[src/rtl/drs_pkg.sv]
package drs_pkg;

    localparam int PROG_W    = 5;
    localparam int BEGIN_LEN = 29;
    localparam int END_LEN   = 30;

    localparam logic [7:0] FILL_BYTE = 8'h2B;
    localparam logic [7:0] TAG_OPEN  = 8'h3C;
    localparam logic [7:0] TAG_SLASH = 8'h2F;

    // Opening tag, one byte per entry; the closing tag is the same with a slash after '<'.
    localparam logic [7:0] BEGIN_TAG [BEGIN_LEN] = '{
        8'h3C, 8'h70, 8'h68, 8'h6F, 8'h74, 8'h6F, 8'h73, 8'h68, 8'h6F, 8'h70, 8'h3A,
        8'h44, 8'h6F, 8'h63, 8'h75, 8'h6D, 8'h65, 8'h6E, 8'h74,
        8'h41, 8'h6E, 8'h63, 8'h65, 8'h73, 8'h74, 8'h6F, 8'h72, 8'h73, 8'h3E
    };

    typedef struct packed {
        logic       valid;
        logic       last;
        logic [7:0] data;
    } t_cell_beat;

    typedef struct packed {
        logic shift;
        logic scrub;
    } t_cell_ctrl;

    function automatic logic [7:0] begin_byte(input logic [PROG_W-1:0] idx);
        logic [7:0] res;
        res = 8'h00;
        if (idx < PROG_W'(BEGIN_LEN)) begin
            res = BEGIN_TAG[idx];
        end
        return res;
    endfunction

    function automatic logic [7:0] end_byte(input logic [PROG_W-1:0] idx);
        logic [7:0] res;
        if (idx == '0) begin
            res = TAG_OPEN;
        end else if (idx == PROG_W'(1)) begin
            res = TAG_SLASH;
        end else begin
            res = begin_byte(idx - PROG_W'(1));
        end
        return res;
    endfunction

    // Step a tag match counter by one byte. The opening '<' appears only at the
    // head of either tag, so a mismatch restarts at one on '<' and at zero otherwise.
    function automatic logic [PROG_W-1:0] tag_advance(
        input logic [PROG_W-1:0] prog,
        input logic [7:0]        b,
        input logic              is_end
    );
        logic [7:0]        want;
        logic              in_range;
        logic [PROG_W-1:0] res;
        want     = is_end ? end_byte(prog) : begin_byte(prog);
        in_range = is_end ? (prog < PROG_W'(END_LEN)) : (prog < PROG_W'(BEGIN_LEN));
        if (in_range && (want == b)) begin
            res = prog + PROG_W'(1);
        end else if (b == TAG_OPEN) begin
            res = PROG_W'(1);
        end else begin
            res = '0;
        end
        return res;
    endfunction

endpackage

[src/rtl/drs_in_if.sv]
interface drs_in_if;
    logic       valid;
    logic       ready;
    logic [7:0] data_byte;
    logic       last_byte;

    modport source (output valid, output data_byte, output last_byte, input ready);
    modport sink   (input valid, input data_byte, input last_byte, output ready);
endinterface

[src/rtl/drs_out_if.sv]
interface drs_out_if;
    logic       valid;
    logic       ready;
    logic [7:0] out_byte;
    logic       out_last;

    modport source (output valid, output out_byte, output out_last, input ready);
    modport sink   (input valid, input out_byte, input out_last, output ready);
endinterface

[src/rtl/drs_cell.sv]
module drs_cell (
    input  logic                i_clk,
    input  logic                i_rst_n,
    input  drs_pkg::t_cell_ctrl i_ctrl,
    input  drs_pkg::t_cell_beat i_beat,
    output drs_pkg::t_cell_beat o_beat
);
    import drs_pkg::*;

    logic       r_valid;
    logic       r_last;
    logic [7:0] r_data;

    // Scrub overwrites the byte on its way to the neighbor.
    assign o_beat.valid = r_valid;
    assign o_beat.last  = r_last;
    assign o_beat.data  = i_ctrl.scrub ? FILL_BYTE : r_data;

    always_ff @(posedge i_clk) begin
        if (!i_rst_n) begin
            r_valid <= 1'b0;
            r_last  <= 1'b0;
        end else if (i_ctrl.shift) begin
            r_valid <= i_beat.valid;
            r_last  <= i_beat.last;
        end
        if (i_ctrl.shift) begin
            r_data <= i_beat.data;
        end
    end

endmodule

[src/rtl/drs_matcher.sv]
module drs_matcher (
    input  logic       i_clk,
    input  logic       i_rst_n,
    input  logic       i_accept,
    input  logic [7:0] i_data_byte,
    input  logic       i_last_byte,
    output logic [7:0] o_byte,
    output logic       o_scrub
);
    import drs_pkg::*;

    logic              r_in_region;
    logic [PROG_W-1:0] r_begin_prog;
    logic [PROG_W-1:0] r_end_prog;
    logic              n_in_region;
    logic [PROG_W-1:0] n_begin_prog;
    logic [PROG_W-1:0] n_end_prog;
    logic [PROG_W-1:0] w_begin_adv;
    logic [PROG_W-1:0] w_end_adv;

    assign w_begin_adv = tag_advance(r_begin_prog, i_data_byte, 1'b0);
    assign w_end_adv   = tag_advance(r_end_prog, i_data_byte, 1'b1);

    always_comb begin
        n_in_region  = r_in_region;
        n_begin_prog = r_begin_prog;
        n_end_prog   = r_end_prog;
        o_byte       = i_data_byte;
        o_scrub      = 1'b0;
        if (!r_in_region) begin
            if (w_begin_adv == PROG_W'(BEGIN_LEN)) begin
                // Opening tag complete: scrub everything held and enter the region.
                o_byte       = FILL_BYTE;
                o_scrub      = 1'b1;
                n_in_region  = 1'b1;
                n_begin_prog = '0;
                n_end_prog   = '0;
            end else begin
                n_begin_prog = w_begin_adv;
            end
        end else begin
            o_byte = FILL_BYTE;
            if (w_end_adv == PROG_W'(END_LEN)) begin
                n_in_region  = 1'b0;
                n_begin_prog = '0;
                n_end_prog   = '0;
            end else begin
                n_end_prog = w_end_adv;
            end
        end
    end

    always_ff @(posedge i_clk) begin
        if (!i_rst_n) begin
            r_in_region  <= 1'b0;
            r_begin_prog <= '0;
            r_end_prog   <= '0;
        end else if (i_accept) begin
            if (i_last_byte) begin
                r_in_region  <= 1'b0;
                r_begin_prog <= '0;
                r_end_prog   <= '0;
            end else begin
                r_in_region  <= n_in_region;
                r_begin_prog <= n_begin_prog;
                r_end_prog   <= n_end_prog;
            end
        end
    end

endmodule

[src/rtl/delimited_region_scrubber_core.sv]
// Region scrubber for a byte stream.
// i_in carries one byte per beat (data_byte, last_byte marks the end of a stream).
// o_out carries one byte per beat (out_byte, out_last set on the final byte).
// Every span from the opening tag through the next closing tag, both tags
// included, comes out as '+'; a span left open is scrubbed to the end of the
// stream, and a closing tag with no opening tag passes unchanged.
// Throughput: one input beat per cycle while i_in.ready is high. A chain of
// DELAY_DEPTH cells holds the newest bytes, so a byte leaves only when DELAY_DEPTH
// later bytes, or empty slots while draining, have entered. On a beat with
// last_byte set, the chain drains: the held bytes and the final byte follow on
// o_out, and i_in.ready stays low until the final byte has left the chain.
// A stall on o_out holds the output register and freezes the chain only when
// its oldest cell has a byte to hand over; otherwise input keeps flowing.
// Reset (synchronous, active low) empties the chain and clears match state.
module delimited_region_scrubber_core #(
    parameter int DELAY_DEPTH = 28
) (
    input  logic             i_clk,
    input  logic             i_rst_n,
    drs_in_if.sink           i_in,
    drs_out_if.source        o_out
);
    import drs_pkg::*;

    t_cell_beat w_beat [DELAY_DEPTH+1];
    t_cell_ctrl w_ctrl;
    t_cell_beat w_tail;

    logic       w_out_free;
    logic       w_shift_ok;
    logic       w_accept;
    logic [7:0] w_store_byte;
    logic       w_scrub;

    logic       r_flush;
    logic       r_out_valid;
    logic       r_out_last;
    logic [7:0] r_out_byte;

    // Match the tags on the incoming byte.
    drs_matcher u_match (
        .i_clk       (i_clk),
        .i_rst_n     (i_rst_n),
        .i_accept    (w_accept),
        .i_data_byte (i_in.data_byte),
        .i_last_byte (i_in.last_byte),
        .o_byte      (w_store_byte),
        .o_scrub     (w_scrub)
    );

    assign w_tail     = w_beat[DELAY_DEPTH];
    // Advance the chain only if the oldest byte has somewhere to go.
    assign w_out_free = !r_out_valid || o_out.ready;
    assign w_shift_ok = !w_tail.valid || w_out_free;
    assign i_in.ready = !r_flush && w_shift_ok;
    assign w_accept   = i_in.valid && i_in.ready;

    assign w_ctrl.shift = w_accept || (r_flush && w_shift_ok);
    assign w_ctrl.scrub = w_accept && w_scrub;

    // Head of the chain: the new byte, or an empty slot while draining.
    assign w_beat[0].valid = w_accept;
    assign w_beat[0].last  = w_accept && i_in.last_byte;
    assign w_beat[0].data  = w_store_byte;

    for (genvar k = 0; k < DELAY_DEPTH; k++) begin : g_cell
        drs_cell u_cell (
            .i_clk   (i_clk),
            .i_rst_n (i_rst_n),
            .i_ctrl  (w_ctrl),
            .i_beat  (w_beat[k]),
            .o_beat  (w_beat[k+1])
        );
    end

    always_ff @(posedge i_clk) begin
        if (!i_rst_n) begin
            r_flush     <= 1'b0;
            r_out_valid <= 1'b0;
            r_out_last  <= 1'b0;
        end else begin
            // Drain after the final byte until it leaves the chain.
            if (w_accept && i_in.last_byte) begin
                r_flush <= 1'b1;
            end else if (w_ctrl.shift && w_tail.valid && w_tail.last) begin
                r_flush <= 1'b0;
            end
            if (w_ctrl.shift && w_tail.valid) begin
                r_out_valid <= 1'b1;
                r_out_last  <= w_tail.last;
            end else if (o_out.ready) begin
                r_out_valid <= 1'b0;
            end
        end
        if (w_ctrl.shift && w_tail.valid) begin
            r_out_byte <= w_tail.data;
        end
    end

    assign o_out.valid    = r_out_valid;
    assign o_out.out_byte = r_out_byte;
    assign o_out.out_last = r_out_last;

`ifndef ASSERT_OFF
    a_flush_blocks_input: assert property (@(posedge i_clk) disable iff (!i_rst_n)
        r_flush |-> !i_in.ready)
        else $error("input taken while draining");

    a_last_starts_flush: assert property (@(posedge i_clk) disable iff (!i_rst_n)
        (w_accept && i_in.last_byte) |=> r_flush)
        else $error("final byte did not start drain");

    a_no_overwrite: assert property (@(posedge i_clk) disable iff (!i_rst_n)
        (w_ctrl.shift && w_tail.valid) |-> w_out_free)
        else $error("pending output overwritten");
`endif

endmodule
[src/flat_wrapper.sv]
// flat-port wrapper written by rule: the top's interface ports become plain ports
module delimited_region_scrubber_core_flat import drs_pkg::*;
#(
    parameter int DELAY_DEPTH = 28
)
  (i_clk, i_rst_n, i_in_valid, i_in_data_byte, i_in_last_byte, i_in_ready, o_out_valid, o_out_out_byte, o_out_out_last, o_out_ready);
  drs_in_if i_in_i ();
  drs_out_if o_out_i ();
  input  logic i_clk;
  input  logic i_rst_n;
  input wire logic [$bits(i_in_i.valid)-1:0] i_in_valid;
  input wire logic [$bits(i_in_i.data_byte)-1:0] i_in_data_byte;
  input wire logic [$bits(i_in_i.last_byte)-1:0] i_in_last_byte;
  output wire logic [$bits(i_in_i.ready)-1:0] i_in_ready;
  output wire logic [$bits(o_out_i.valid)-1:0] o_out_valid;
  output wire logic [$bits(o_out_i.out_byte)-1:0] o_out_out_byte;
  output wire logic [$bits(o_out_i.out_last)-1:0] o_out_out_last;
  input wire logic [$bits(o_out_i.ready)-1:0] o_out_ready;
  assign i_in_i.valid = i_in_valid;
  assign i_in_i.data_byte = i_in_data_byte;
  assign i_in_i.last_byte = i_in_last_byte;
  assign i_in_ready = i_in_i.ready;
  assign o_out_valid = o_out_i.valid;
  assign o_out_out_byte = o_out_i.out_byte;
  assign o_out_out_last = o_out_i.out_last;
  assign o_out_i.ready = o_out_ready;
  delimited_region_scrubber_core #(.DELAY_DEPTH(DELAY_DEPTH)) u_core (.i_clk(i_clk), .i_rst_n(i_rst_n), .i_in(i_in_i), .o_out(o_out_i));
endmodule
[config.mk]
export PLATFORM = sky130hd
export DESIGN_NAME = delimited_region_scrubber_core_flat
export DESIGN_NICKNAME = d
export VERILOG_FILES = /design/src/rtl/drs_pkg.sv /design/src/rtl/drs_in_if.sv /design/src/rtl/drs_out_if.sv /design/src/rtl/drs_cell.sv /design/src/rtl/drs_matcher.sv /design/src/rtl/delimited_region_scrubber_core.sv /design/src/flat_wrapper.sv
export SDC_FILE = /design/constraint.sdc
export NUM_CORES = 1
export LEC_CHECK = 0
export ABC_AREA = 1
export ABC_CLOCK_PERIOD_IN_PS = 26000
export BUFFER_PORTS_ARGS = -buffer_cell sky130_fd_sc_hd__buf_2
export CORE_AREA = 5 5 153 155
export CTS_CLUSTER_DIAMETER = 40
export DETAILED_ROUTE_END_ITERATION = 7
export DIE_AREA = 0 0 158 160
export PLACE_DENSITY = 0.73
export SLEW_MARGIN = 25
export SYNTH_ARGS = -nofsm -noshare
export SYNTH_HDL_FRONTEND = slang
export SYNTH_SLANG_ARGS = --single-unit
[constraint.sdc]
create_clock -name i_clk -period 26 [get_ports i_clk]
set_input_delay 7.8 -clock i_clk [delete_from_list [all_inputs] [get_ports i_clk]]
set_output_delay 7.8 -clock i_clk [all_outputs]
set_load 0.01 [all_outputs]
==> metrics.csv <==
stage,metric,value,unit
status,status,completed,
sta,period_needed,16.12,ns
yosys,synth_edf_count,232,
sta,fmax,0.0620,GHz
cts,postCtsSetupBuffers,0,
yosys,netlist_instances,1255,
power_and_ir_drop,irDropWorstVdd,0.0000573,V
final_layout,num-nets-final,1299,
drt,ant_nets,0,
drt,num_vias,7915,
sta,slew_viol_final,0,
worst_setup_path,worstPathArrival,8.32,ns
sta,finalSetupTns,0,ns
die,die_area,0.0253,mm²
cts,cts_resized,0,
yosys,yosys_warnings,0,
die,die_x,158,µm
cts,cts_tree,done,
cts,insertion_delay,0.52,ns
cts,clockBufferDepth,3,
global_routing,grt_use_total,0.159,
cts,clockRootBuffer,clkbuf_16,
drt,first_pass_iters,5,
yosys,ys_seq_area_frac,0.652,
drt,drc,0,
placement,port_buffers,23,
worst_setup_path,worst_path_largest_cell_delay,0.13,ns
worst_setup_path,crit_path_start_kind,input port,
global_routing,overflow,0,
sta,hold_violations,0,
yosys,synth_seq_cells,302,
worst_setup_path,crit_slowest_cell,buf_2,
final_layout,multi_input_area,0.00352,mm²
final_layout,fillCellCount,1716,
min_path,hold_class,reg2reg,
drt,drt_iter0_drc,552,
sta,worst_pin_slew,0.833,ns
worst_setup_path,cp_cell_sequence,buf_2 -> inv_1 -> nand3_1 -> nand2_1 -> inv_1 -> buf_2,
final_layout,regArea,0.00837,mm²
final_layout,n_antenna_cell,0,
global_routing,grt_max_degree,125,
cts,numCtsBuffers,39,
worst_setup_path,worst_setup_path_end_kind,output pin,
die,die_height,160,µm
sta,post-route-period-util,0.620,
placement,dp_hpwl,11400,µm
yosys,yosysUniqueCellTypes,35,
global_routing,grt_pass1_wl,34000,µm
cts,clk_pin_slew,0.06,ns
power_and_ir_drop,cellPowerDensity,84.6,mW/mm²
sta,relSlewSlack,0.445,
yosys,syn-cell-area,0.0128,mm²
sta,setup_viol,0,
cts,cts_sinks,302,
worst_setup_path,cp.required,18.20,ns
run,cap_violations,0,
yosys,syn-num-nets,1282,
final_layout,areaGrowthSynthToFinish,11.8,%
yosys,synth_area_per_cell,10.2,µm²
final_layout,final_cells,1583,
die,row_count,54,
yosys,ys.flop_type,edfxtp_1,
worst_setup_path,critPathKind,in2out,
sta,rsz0062_at_grt,no,
power_and_ir_drop,p_leak,6.17,nW
drt,vias_per_cell,5.00,
die,start_util,0.591,
drt,routed_wl,20000,µm
final_layout,drive_gt1_frac,0.140,
drt,wire_per_inst,12.6,µm
global_routing,antenna_found_initial,0,
global_routing,grt_pass1_vias,7482,
sta,skew,0.0239,ns
placement,dp_cells,1511,
worst_setup_path,crit_fanout,2,
die,core,0.0217,mm²
cts,cts_hold_buffers,0,
placement,routabilityCongestion,0.855,
cts,cts_htree_levels,2,
yosys,async_flop_share,0,
die,pin_count,24,
==> cells in the mapped netlist, types with 2 or more instances <==
master / number / area, µm²
o21ai_1: 5 / 25.0
nand3_1: 69 / 345
nand2_2: 7 / 43.8
inv_1: 155 / 582
nand3_2: 3 / 30.0
buf_1: 2 / 7.51
buf_4: 9 / 67.6
o21ai_0: 59 / 295
nor2_1: 259 / 972
clkbuf_1: 23 / 86.3
or2_2: 62 / 388
ha_1: 14 / 175
or2_1: 50 / 313
o211ai_1: 2 / 15.0
nand4_1: 5 / 31.3
nor2_2: 6 / 37.5
inv_2: 7 / 26.3
a21oi_1: 24 / 120
buf_2: 5 / 25.0
nor3_1: 2 / 10.0
dfxtp_1: 70 / 1400
nand2_1: 158 / 593
buf_6: 13 / 146
edfxtp_1: 232 / 6970
xor2_1: 4 / 35.0
==> layer usage <==
metal | share of wire | vias to the layer above | GRT usage
met4 | 0.021 | 0 | 0.0562
met1 | 0.48 | 3662 | 0.225
met5 | 0 | - | 0
li1 | - | 4086 | -
met3 | 0.037 | 38 | 0.0311
met2 | 0.46 | 129 | 0.246
==> placed cells by master, fill, tap and decap left out, types with 7 or more instances in the layout <==
cell and n:
edfxtp_1 232, or2_1 50, a21oi_1 24, buf_2 23, inv_1 155, o21ai_0 59, clkbuf_16 41, nor2_1 259
nand2_2 7, dfxtp_1 70, nand3_1 69, nand2_1 158, or2_2 62, ha_1 14
==> final timing paths <==
kind | from | end | slack [ns] | depth (start not counted)
worst min register to register | u_core.g_cell[0].u_cell.r_valid$_SDFFE_PN0N_ | u_core.g_cell[0].u_cell.r_valid$_SDFFE_PN0N_ | 0.46 | 2
worst min-delay path | u_core.g_cell[0].u_cell.r_valid$_SDFFE_PN0N_ | u_core.g_cell[0].u_cell.r_valid$_SDFFE_PN0N_ | 0.46 | 2
worst max register to register | u_core.u_match.r_begin_prog[0]$_SDFFE_PN0P_ | u_core.g_cell[19].u_cell.r_data[6]$_SDFFCE_PP0N_ | 21.87 | 16
worst max-delay path | o_out_ready | i_in_ready | 9.88 | 6
==> worst max-delay path: cells and delay by family <==
family | cells | cell delay (ns)
buffers and inverters | 4 | 0.33
AND/OR/NAND/NOR | 2 | 0.20
==> sequential cells by signal, indices dropped and copies added, names as in the netlist <==
register / count
u_core.u_match.r_end_prog: 5
u_core.o_out.valid: 1
u_core.r_flush: 1
u_core.o_out.out_byte: 8
u_core.g_cell.u_cell.r_data: 224
u_core.u_match.r_in_region: 1
u_core.g_cell.u_cell.r_valid: 28
u_core.o_out.out_last: 1
u_core.u_match.r_begin_prog: 5
u_core.g_cell.u_cell.r_last: 28
==> metrics by stage <==
stage	area, µm²	hold WS [ns]	total power [mW]	setup WS (ns)	util
2_1_floorplan	12800	0.430	0.674	10.14	-
3_3_place_gp	13000	0.445	0.685	9.93	0.600
3_5_place_dp	13000	0.454	0.689	9.89	0.600
4_1_cts	14300	0.463	1.23	9.87	0.661
5_1_grt	14300	0.482	1.27	9.82	0.661
6_report	14300	0.460	1.21	9.88	0.661
==> cell type report <==
cell class / count / share of cell area
Clock inverter: 29 / 0.0205
Clock buffer: 43 / 0.0721
Timing Repair Buffer: 28 / 0.0112
Sequential cell: 302 / 0.583
Inverter: 162 / 0.0429
Multi-Input combinational cell: 739 / 0.245
Tap cell: 280 / 0.0244
==> power by group <==
| part | internal, mW | switching [mW] |
|---|---|---|
| combinational | 0.0333 | 0.0570 |
| clock | 0.325 | 0.208 |
| sequential | 0.575 | 0.0140 |
| total | 0.933 | 0.279 |
==> logic make-up (layout without fill, tap and decap cells) <==
kind of cell,count (synthesis),after routing,synth area share
fa+ha+maj,14,14,0.0137
simple gates,626,626,0.219
buf+inv,214,262,0.0733
xor+xnor,5,5,0.00341
flops,302,302,0.652
compound gates,94,94,0.0380
No activity file was read; power rests on OpenSTA's default activity.
